==> config.mk <==
export PLATFORM = sky130hd
export DESIGN_NAME = lfu_cache_with_pinning
export DESIGN_NICKNAME = d
export VERILOG_FILES = /design/src/lcp_pkg.sv /design/src/lcp_cell.sv /design/src/lfu_cache_with_pinning.sv
export VERILOG_INCLUDE_DIRS = /design/src /design/src/src
export SDC_FILE = /design/constraint.sdc
export NUM_CORES = 2
export LEC_CHECK = 0
export ABC_AREA = 0
export BUFFER_PORTS_ARGS = -buffer_cell sky130_fd_sc_hd__buf_2
export CAP_MARGIN = 25
export CORE_MARGIN = 1.5
export CORE_UTILIZATION = 55
export DETAILED_ROUTE_END_ITERATION = 6
export GPL_TIMING_DRIVEN = 0
export PLACE_DENSITY = 0.75
export SLEW_MARGIN = 20
export SYNTH_ARGS = -nofsm -noshare
export SYNTH_HDL_FRONTEND = slang
export SYNTH_SLANG_ARGS = --single-unit
==> constraint.sdc <==
create_clock -name clk -period 8.5 [get_ports clk]
set_input_delay 0.425 -clock clk [delete_from_list [all_inputs] [get_ports clk]]
set_output_delay 0.425 -clock clk [all_outputs]
set_load 0.02 [all_outputs]
==> src/lfu_cache_with_pinning_macros.svh <==
// Assertion macros shared by the LFU cache RTL files.
`ifndef LFU_CACHE_WITH_PINNING_MACROS_SVH
`define LFU_CACHE_WITH_PINNING_MACROS_SVH
`ifndef SYNTHESIS
// Same-cycle implication, disabled during reset.
`define LCP_ASSERT_IMPLY(label, clk, rst_n, a, b) \
    label: assert property (@(posedge clk) disable iff (!rst_n) (a) |-> (b)) \
        else $error("assertion failed: implication");
// Next-cycle implication, disabled during reset.
`define LCP_ASSERT_NEXT(label, clk, rst_n, a, b) \
    label: assert property (@(posedge clk) disable iff (!rst_n) (a) |=> (b)) \
        else $error("assertion failed: next-cycle implication");
`else
`define LCP_ASSERT_IMPLY(label, clk, rst_n, a, b)
`define LCP_ASSERT_NEXT(label, clk, rst_n, a, b)
`endif
`endif

==> src/lcp_pkg.sv <==
// Package with types, codes and constants of the LFU cache with pinning.
`timescale 1ns / 1ps
`default_nettype none
package lcp_pkg;
    localparam int ENTRIES_DEF  = 16;
    localparam int KEY_BITS_DEF = 64;
    localparam int IDX_W        = 8;
    localparam int CNT_W        = 9;
    localparam logic [15:0] USAGE_MAX = 16'hFFFF;
    localparam logic [7:0]  PINS_MAX  = 8'hFF;
    localparam logic [4:0]  CAP_RESET = 5'd16;

    localparam logic [1:0] CMD_ACQUIRE = 2'd0;
    localparam logic [1:0] CMD_USE     = 2'd1;
    localparam logic [1:0] CMD_RELEASE = 2'd2;
    localparam logic [1:0] CMD_BAD     = 2'd3;

    localparam logic [2:0] ST_HIT     = 3'd0;
    localparam logic [2:0] ST_INSERT  = 3'd1;
    localparam logic [2:0] ST_EVICT   = 3'd2;
    localparam logic [2:0] ST_REFUSED = 3'd3;
    localparam logic [2:0] ST_ERROR   = 3'd4;

    localparam logic REG_CAPACITY = 1'b0;

    typedef enum logic [0:0] {
        FSM_IDLE,
        FSM_SCAN
    } fsm_t;

    typedef struct packed {
        logic [1:0]  command;
        logic [63:0] key;
        logic [3:0]  slot;
    } cmd_t;

    typedef struct packed {
        logic [2:0]  status;
        logic [3:0]  slot_index;
        logic        evicted_flag;
        logic [63:0] evicted_key;
        logic [15:0] use_count;
        logic [7:0]  pin_count;
    } rsp_t;

    // Command as seen by every cell.
    typedef struct packed {
        logic        is_acq;
        logic [63:0] key;
        logic [3:0]  slot;
    } bcast_t;

    // Entry write broadcast to the cells.
    typedef struct packed {
        logic             en;
        logic [IDX_W-1:0] idx;
        logic             load_key;
        logic [63:0]      key;
        logic             valid;
        logic [15:0]      usage;
        logic [7:0]       pins;
    } wr_t;

    // Running search result handed from cell to cell.
    typedef struct packed {
        logic             hit;
        logic [IDX_W-1:0] hit_idx;
        logic             free_found;
        logic [IDX_W-1:0] free_idx;
        logic [CNT_W-1:0] count;
        logic             vic_found;
        logic [IDX_W-1:0] vic_idx;
        logic [15:0]      vic_usage;
        logic [63:0]      vic_key;
        logic             sel_valid;
        logic [15:0]      sel_usage;
        logic [7:0]       sel_pins;
    } sum_t;
endpackage
`default_nettype wire

==> src/lcp_cell.sv <==
// One table entry of the LFU cache, with its stage of the search chain.
`timescale 1ns / 1ps
`default_nettype none
module lcp_cell #(
    parameter int INDEX    = 0,
    parameter int KEY_BITS = lcp_pkg::KEY_BITS_DEF
) (
    input  wire logic          clk,
    input  wire logic          rst_n,
    input  lcp_pkg::bcast_t    bc,
    input  lcp_pkg::wr_t       wr,
    input  lcp_pkg::sum_t      sum_in,
    output lcp_pkg::sum_t      sum_out
);
    import lcp_pkg::*;

    localparam logic [IDX_W-1:0] HERE = IDX_W'(INDEX);

    logic                valid_reg;
    logic [15:0]         usage_reg;
    logic [7:0]          pins_reg;
    logic [KEY_BITS-1:0] key_reg;
    sum_t                sum_reg;
    sum_t                sum_next;
    logic                wr_here;

    assign wr_here = wr.en && (wr.idx == HERE);

    // Entry control state.
    always_ff @(posedge clk or negedge rst_n)
    begin
        if (!rst_n)
        begin
            valid_reg <= 1'b0;
            usage_reg <= '0;
            pins_reg  <= '0;
        end
        else if (wr_here)
        begin
            valid_reg <= wr.valid;
            usage_reg <= wr.usage;
            pins_reg  <= wr.pins;
        end
    end

    // The key is only read while the entry is valid, so it has no reset.
    always_ff @(posedge clk)
    begin
        if (wr_here && wr.load_key)
        begin
            key_reg <= wr.key[KEY_BITS-1:0];
        end
    end

    // Fold this entry into the running search result.
    always_comb
    begin
        sum_next = sum_in;
        if (valid_reg)
        begin
            sum_next.count = sum_in.count + CNT_W'(1);
            if (bc.is_acq && !sum_in.hit && (key_reg == bc.key[KEY_BITS-1:0]))
            begin
                sum_next.hit       = 1'b1;
                sum_next.hit_idx   = HERE;
                sum_next.sel_valid = 1'b1;
                sum_next.sel_usage = usage_reg;
                sum_next.sel_pins  = pins_reg;
            end
            if ((pins_reg == 8'd0) && (!sum_in.vic_found || (usage_reg < sum_in.vic_usage)))
            begin
                sum_next.vic_found = 1'b1;
                sum_next.vic_idx   = HERE;
                sum_next.vic_usage = usage_reg;
                sum_next.vic_key   = 64'(key_reg);
            end
        end
        else if (!sum_in.free_found)
        begin
            sum_next.free_found = 1'b1;
            sum_next.free_idx   = HERE;
        end
        if (!bc.is_acq && ({{(IDX_W-4){1'b0}}, bc.slot} == HERE))
        begin
            sum_next.sel_valid = valid_reg;
            sum_next.sel_usage = usage_reg;
            sum_next.sel_pins  = pins_reg;
        end
    end

    // Hand the result to the next cell.
    always_ff @(posedge clk or negedge rst_n)
    begin
        if (!rst_n)
        begin
            sum_reg <= '0;
        end
        else
        begin
            sum_reg <= sum_next;
        end
    end

    assign sum_out = sum_reg;

    `include "lfu_cache_with_pinning_macros.svh"
    `LCP_ASSERT_IMPLY(a_cnt_bound, clk, rst_n, 1'b1, sum_next.count <= CNT_W'(INDEX + 1))
    `LCP_ASSERT_IMPLY(a_free_invalid, clk, rst_n, sum_next.free_found && !sum_in.free_found, !valid_reg)
    `LCP_ASSERT_NEXT(a_unpinned_vic, clk, rst_n, sum_next.vic_idx == HERE && sum_next.vic_found && !(sum_in.vic_found && sum_in.vic_idx == HERE) && !wr_here, pins_reg == 8'd0)
endmodule
`default_nettype wire

==> src/lfu_cache_with_pinning.sv <==
// Top level of the LFU cache with pinning: command sequencer over a chain of entry cells.
// Usage: a command (acquire by key, use slot, release slot) is a transfer on the cmd
// channel (cmd_valid high, cmd_stall low). Each command gives exactly one result on the
// rsp channel, a transfer when rsp_valid is high and rsp_stall is low.
// The table lives in a chain of ENTRIES cells; the search result moves one cell per
// cycle, and a new command is taken the cycle after the result is loaded. The command is
// registered, and its search walks the whole cell chain while the scan counter counts up
// to ENTRIES; the result register loads at the end of the scan.
// While the result register still holds an untaken result, the next result waits at the
// end of its scan and cmd_stall stays high; the result register holds steady under stall.
// Reset empties the table (all entries invalid, counts zero), sets capacity to 16 and
// drops any pending result. The user writes capacity through APB at address 0 only while
// the block is idle (it does not check this); 0 acts as 1, above ENTRIES as ENTRIES.
`timescale 1ns / 1ps
`default_nettype none
module lfu_cache_with_pinning #(
    parameter int ENTRIES  = lcp_pkg::ENTRIES_DEF,
    parameter int KEY_BITS = lcp_pkg::KEY_BITS_DEF
) (
    input  wire logic        clk,
    input  wire logic        rst_n,
    input  wire logic        cmd_valid,
    output logic             cmd_stall,
    input  lcp_pkg::cmd_t    cmd_data,
    output logic             rsp_valid,
    input  wire logic        rsp_stall,
    output lcp_pkg::rsp_t    rsp_data,
    input  wire logic        psel,
    input  wire logic        penable,
    input  wire logic        pwrite,
    input  wire logic [2:0]  paddr,
    input  wire logic [31:0] pwdata,
    output logic [31:0]      prdata,
    output logic             pready
);
    import lcp_pkg::*;

    localparam int SCAN_W = $clog2(ENTRIES + 1);

    fsm_t              state_reg;
    fsm_t              state_next;
    logic [SCAN_W-1:0] cnt_reg;
    logic [SCAN_W-1:0] cnt_next;
    cmd_t              cmd_reg;
    rsp_t              rsp_reg;
    rsp_t              rsp_next;
    logic              rsp_valid_reg;
    logic              rsp_valid_next;
    logic [4:0]        cap_reg;
    logic [CNT_W-1:0]  cap_eff;
    logic              accept;
    logic              done;
    logic              out_free;
    bcast_t            bc;
    wr_t               wr;
    sum_t              sum_w [0:ENTRIES];
    sum_t              s;

    // Configuration port.
    assign pready = 1'b1;
    always_ff @(posedge clk or negedge rst_n)
    begin
        if (!rst_n)
        begin
            cap_reg <= CAP_RESET;
        end
        else if (psel && penable && pwrite && (paddr[2] == REG_CAPACITY))
        begin
            cap_reg <= pwdata[4:0];
        end
    end
    assign prdata = (paddr[2] == REG_CAPACITY) ? {27'd0, cap_reg} : 32'd0;

    always_comb
    begin
        cap_eff = CNT_W'(cap_reg);
        if (cap_eff == '0)
        begin
            cap_eff = CNT_W'(1);
        end
        if (cap_eff > CNT_W'(ENTRIES))
        begin
            cap_eff = CNT_W'(ENTRIES);
        end
    end

    // Handshake and sequencing conditions.
    assign out_free = !rsp_valid_reg || !rsp_stall;
    assign accept   = (state_reg == FSM_IDLE) && cmd_valid;
    assign done     = (state_reg == FSM_SCAN) && (cnt_reg == SCAN_W'(ENTRIES)) && out_free;

    // Next state.
    always_comb
    begin
        state_next = state_reg;
        case (state_reg)
            FSM_IDLE:
            begin
                if (cmd_valid)
                begin
                    state_next = FSM_SCAN;
                end
            end
            FSM_SCAN:
            begin
                if (done)
                begin
                    state_next = FSM_IDLE;
                end
            end
            default:
            begin
                state_next = FSM_IDLE;
            end
        endcase
    end

    // Sequencer outputs.
    always_comb
    begin
        cmd_stall = 1'b1;
        cnt_next  = cnt_reg;
        case (state_reg)
            FSM_IDLE:
            begin
                cmd_stall = 1'b0;
                cnt_next  = '0;
            end
            FSM_SCAN:
            begin
                if (cnt_reg != SCAN_W'(ENTRIES))
                begin
                    cnt_next = cnt_reg + SCAN_W'(1);
                end
            end
            default:
            begin
                cnt_next = '0;
            end
        endcase
    end

    always_ff @(posedge clk or negedge rst_n)
    begin
        if (!rst_n)
        begin
            state_reg     <= FSM_IDLE;
            cnt_reg       <= '0;
            rsp_valid_reg <= 1'b0;
        end
        else
        begin
            state_reg     <= state_next;
            cnt_reg       <= cnt_next;
            rsp_valid_reg <= rsp_valid_next;
        end
    end

    always_ff @(posedge clk)
    begin
        if (accept)
        begin
            cmd_reg <= cmd_data;
        end
        if (done)
        begin
            rsp_reg <= rsp_next;
        end
    end

    assign rsp_valid_next = done ? 1'b1 : (rsp_valid_reg && rsp_stall);
    assign rsp_valid      = rsp_valid_reg;
    assign rsp_data       = rsp_reg;

    // Command broadcast and cell chain.
    assign bc.is_acq = (cmd_reg.command == CMD_ACQUIRE);
    assign bc.key    = cmd_reg.key;
    assign bc.slot   = cmd_reg.slot;
    assign sum_w[0]  = '0;

    for (genvar i = 0; i < ENTRIES; i++)
    begin : g_cell
        lcp_cell #(
            .INDEX    (i),
            .KEY_BITS (KEY_BITS)
        ) u_cell (
            .clk     (clk),
            .rst_n   (rst_n),
            .bc      (bc),
            .wr      (wr),
            .sum_in  (sum_w[i]),
            .sum_out (sum_w[i+1])
        );
    end

    assign s = sum_w[ENTRIES];

    // Decision on the finished search: result and entry write.
    always_comb
    begin
        rsp_next          = '0;
        wr                = '0;
        wr.key            = 64'(cmd_reg.key[KEY_BITS-1:0]);
        rsp_next.slot_index = cmd_reg.slot;
        if (bc.is_acq)
        begin
            if (s.hit)
            begin
                rsp_next.slot_index = s.hit_idx[3:0];
                rsp_next.use_count  = s.sel_usage;
                if (s.sel_pins == PINS_MAX)
                begin
                    rsp_next.status    = ST_ERROR;
                    rsp_next.pin_count = s.sel_pins;
                end
                else
                begin
                    rsp_next.status    = ST_HIT;
                    rsp_next.pin_count = s.sel_pins + 8'd1;
                    wr.en    = 1'b1;
                    wr.idx   = s.hit_idx;
                    wr.valid = 1'b1;
                    wr.usage = s.sel_usage;
                    wr.pins  = s.sel_pins + 8'd1;
                end
            end
            else if ((s.count < cap_eff) && s.free_found)
            begin
                rsp_next.status     = ST_INSERT;
                rsp_next.slot_index = s.free_idx[3:0];
                rsp_next.pin_count  = 8'd1;
                wr.en       = 1'b1;
                wr.idx      = s.free_idx;
                wr.load_key = 1'b1;
                wr.valid    = 1'b1;
                wr.pins     = 8'd1;
            end
            else if (!s.vic_found)
            begin
                rsp_next.status     = ST_REFUSED;
                rsp_next.slot_index = 4'd0;
            end
            else
            begin
                rsp_next.status       = ST_EVICT;
                rsp_next.slot_index   = s.vic_idx[3:0];
                rsp_next.evicted_flag = 1'b1;
                rsp_next.evicted_key  = s.vic_key;
                rsp_next.pin_count    = 8'd1;
                wr.en       = 1'b1;
                wr.idx      = s.vic_idx;
                wr.load_key = 1'b1;
                wr.valid    = 1'b1;
                wr.pins     = 8'd1;
            end
        end
        else if ((cmd_reg.command != CMD_USE && cmd_reg.command != CMD_RELEASE)
                 || !s.sel_valid)
        begin
            rsp_next.status = ST_ERROR;
        end
        else if (cmd_reg.command == CMD_USE)
        begin
            rsp_next.status    = ST_HIT;
            rsp_next.use_count = (s.sel_usage == USAGE_MAX) ? s.sel_usage
                                                             : s.sel_usage + 16'd1;
            rsp_next.pin_count = s.sel_pins;
            wr.en    = 1'b1;
            wr.idx   = {{(IDX_W-4){1'b0}}, cmd_reg.slot};
            wr.valid = 1'b1;
            wr.usage = rsp_next.use_count;
            wr.pins  = s.sel_pins;
        end
        else if (s.sel_pins == 8'd0)
        begin
            rsp_next.status    = ST_ERROR;
            rsp_next.use_count = s.sel_usage;
        end
        else
        begin
            rsp_next.status    = ST_HIT;
            rsp_next.use_count = s.sel_usage;
            rsp_next.pin_count = s.sel_pins - 8'd1;
            wr.en    = 1'b1;
            wr.idx   = {{(IDX_W-4){1'b0}}, cmd_reg.slot};
            wr.valid = 1'b1;
            wr.usage = s.sel_usage;
            wr.pins  = s.sel_pins - 8'd1;
        end
        wr.en = wr.en && done;
    end

    `include "lfu_cache_with_pinning_macros.svh"
    `LCP_ASSERT_IMPLY(a_stall_in_scan, clk, rst_n, state_reg == FSM_SCAN, cmd_stall)
    `LCP_ASSERT_IMPLY(a_done_full_scan, clk, rst_n, wr.en, cnt_reg == SCAN_W'(ENTRIES))
    `LCP_ASSERT_NEXT(a_accept_starts_scan, clk, rst_n, accept, state_reg == FSM_SCAN && cnt_reg == '0)
    `LCP_ASSERT_NEXT(a_done_gives_result, clk, rst_n, done, rsp_valid && state_reg == FSM_IDLE)
endmodule
`default_nettype wire
==> results.yml <==
synthesis:
  synth.avg_cell_area_um2: 11.7
  yosys.area_share.simple: 0.158
  netlist_area_mm2: 0.167
  syn_inst: 14322
  synth-compound-area-share: 0.0695
  synthXorXnorAreaFrac: 0.0567
  synth-adder-area-share: 0.0189
  synth-edff-count: 1190
  synthFlopType: "dfrtp_1"
  synth_cell_type_count: 81
  synth.area.mux_share: 0.0909
  async_reset_ff_frac: 0.667
  synth_top_family_by_area: "simple AND/OR/NAND/NOR gates"
  synth-seq-cells: 3569
  ys_seq_area_frac: 0.570
  yosys_warnings: 0
sta:
  fin_ws_ns: 1.76
  timing.fmax_ghz: 0.148
  slew_viol_final: 0
  hold_viol: 0
  fin_setup_tns_ns: 0
  relSlewSlack: 0.142
  setup_viol: 0
  period_minus_slack_ns: 6.74
  fin_skew_ns: 0.0738
  grt_setup_unrepaired: "false"
  worst_slew_pin_slew_ns: 1.27
  fin_crit_sh: 0.792
floorplanning:
  dieHeight_um: 554
  rows: 202
  initial_utilization: 0.553
  die_area_mm2: 0.307
  coreArea_mm2: 0.303
  ios: 243
  die_x_um: 554
pwr:
  fin_total_pwr_mw: 44.9
  power_leakage_nw: 76.3
  vdd_drop_max_mv: 0.242
  powerDensity_mw_per_mm2: 234
critical_path:
  timing.rr.start: "bc[34]$_DFFE_PP_"
  crit_type: "register to register"
  worstRegToRegCells: 13
  worstReg2RegEnd: "g_cell[3].u_cell.sum_out[23]$_DFF_PN0_"
  crit_path_end_kind: "register"
  crit_fanout: 10
  rrSetupSlack_ns: 1.76
  start_kind: "register"
  arrival_ns: 7.56
  worstPathRequired_ns: 9.32
cts:
  cts-root-buf: "clkbuf_16"
  htree_levels: 5
  cts_tree: "built"
  path_clk_slew_ns: 0.06
  cts_buffer_depth: 4
  numCtsBuffers: 372
  clock_sinks: 3569
  clk_latency_ns: 0.99
detailed_routing:
  drt-initial-drc-count: 17671
  routed_wl_um: 691000
  drc_errors: 0
  wl_per_cell_um: 35.4
  drtPass1Iterations: 6
  dr_total_vias: 125293
  drt-vias-per-instance: 6.41
  drtAntennaViolNets: 0
final_layout:
  final_util: 0.633
  nFillCells: 23562
  largest_reg_flops: 1967
  drive_gt1_frac: 0.173
  synthToLayoutAreaGrowth_pct: 14.5
  postLayoutCellArea_mm2: 0.191
  nets: 15584
global_routing:
  gr-usage-all-layers: 0.448
  grt_pass1_vias: 122877
  grt_max_degree: 147
  grt_pass1_wl_um: 957000
  antenna_found_initial: 67
  grt_overflow: 0
place:
  portBuffers: 185
  postPlaceCellArea_mm2: 0.178
  place_hpwl_um: 530000
  place_ws_ns: 2.11
  place.gp.congestion: 1.08
min_path:
  hold_class: "input port to register"
  hp-start: "pwrite"
  hold_end: "cap_reg[2]$_DFFE_PN0P_"
  min_path_cells: 3
status:
  outcome: "complete, no violations"
job:
  maxCapViolations: 0
## placed cells by master (no fill, tap or decap), types with 80 or more instances in the layout
| cell | instances |
|---|---|
| inv_1 | 296 |
| nand3b_1 | 626 |
| nand2_1 | 1195 |
| nand2b_1 | 125 |
| o21ai_0 | 140 |
| nor2b_1 | 83 |
| clkbuf_1 | 995 |
| nor2_1 | 134 |
| nand4_1 | 216 |
| or3_1 | 630 |
| a31oi_1 | 642 |
| and2_1 | 185 |
| a21o_1 | 86 |
| nand3_1 | 1296 |
| dfrtp_1 | 2378 |
| buf_2 | 360 |
| edfxtp_1 | 1190 |
| o211ai_1 | 639 |
| xnor2_1 | 486 |
| a21oi_1 | 80 |
| mux2_2 | 1249 |
| clkbuf_16 | 383 |
| ha_1 | 253 |
| xor2_1 | 583 |
| nor4_1 | 184 |
## where the power goes
group          switching (mW)  leakage (nW)  internal (mW)
registers               0.942          39.4           19.1
logic                    5.06          30.7           2.81
clock network            7.19          6.17           9.75
## final cells by class
type | count | area [um^2] | area share
Timing Repair Buffer | 497 | 5870 | 0.0307
Antenna cell | 31 | 77.6 | 0.000405
Clock buffer | 511 | 10500 | 0.0549
Buffer | 1189 | 4880 | 0.0255
Inverter | 297 | 1120 | 0.00585
Multi-Input combinational cell | 9293 | 66500 | 0.347
Tap cell | 3978 | 4980 | 0.0260
Sequential cell | 3569 | 95300 | 0.498
Clock inverter | 181 | 2200 | 0.0115
## critical path, stage by stage, from the launching register on
cell	delay [ns]
edfxtp_1	0.38
buf_12	0.21
buf_8	0.18
buf_8	0.21
clkbuf_1	0.86
buf_2	0.96
xnor2_1	0.20
nand4_1	0.41
nor4_1	0.87
nand4_1	0.15
or4_1	0.88
nand2_1	0.44
buf_2	0.36
mux2_2	0.41
## cell usage after synthesis, types with 253 or more instances
cell type / n / area [um^2]
o211ai_1: 639 / 4800
dfrtp_1: 2378 / 59500
edfxtp_1: 1190 / 35700
clkbuf_1: 921 / 3460
nand3_1: 1296 / 6490
xor2_1: 588 / 5150
mux2_2: 1249 / 14100
nand3b_1: 626 / 4700
inv_1: 297 / 1110
nand2_1: 1195 / 4490
ha_1: 253 / 3170
a31oi_1: 642 / 4020
or3_1: 630 / 3940
xnor2_1: 495 / 4340
## worst max path at each step
stage / start / endpoint / slack (ns) / cells past startpoint
2_1_floorplan: cnt_reg[0]$_DFFE_PN0N_ / g_cell[1].u_cell.key_reg[0]$_DFFE_PP_ / 1.02 / 10
3_3_place_gp: rst_n / g_cell[0].u_cell.pins_reg[2]$_DFFE_PN0P_ / -46.69 / 1
3_5_place_dp: bc[34]$_DFFE_PP_ / g_cell[3].u_cell.sum_out[23]$_DFF_PN0_ / 2.11 / 13
4_1_cts: bc[34]$_DFFE_PP_ / g_cell[3].u_cell.sum_out[23]$_DFF_PN0_ / 2.09 / 13
5_1_grt: bc[34]$_DFFE_PP_ / g_cell[3].u_cell.sum_out[20]$_DFF_PN0_ / 1.96 / 13
6_report: bc[34]$_DFFE_PP_ / g_cell[3].u_cell.sum_out[23]$_DFF_PN0_ / 1.76 / 13
## stage by stage
stage,std cells,hold slack (ns)
CTS,19500,0.00671
finish,19546,0.0474
detailed placement,18728,0.347
global route,19523,0.0605
floorplan,14348,0.129
global placement,18511,0.395
## cell families after synthesis
group,after synthesis
buffers and inverters,1486
flip-flops,3569
AND/OR/NAND/NOR,4875
other,2
XOR/XNOR,1083
multiplexers,1326
adder cells (fa/ha/maj),253
AO/OA/AOI/OAI,1728
## per-layer routing
layer / vias up / part of all wire / global-route usage
met1: 62023 / 0.36 / 0.549
li1: 53588 / - / -
met5: - / 0.000094 / 0
met4: 10 / 0.11 / 0.410
met3: 2142 / 0.088 / 0.0946
met2: 7530 / 0.44 / 0.665
## repair_timing
item / CTS / global route
hold buffers: 80 / 0
buffers inserted: 0 / 0
gates resized for setup: 0 / 0
hold endpoints to repair: 362 / 0
Note: power is estimated with default switching activity, not from simulation.
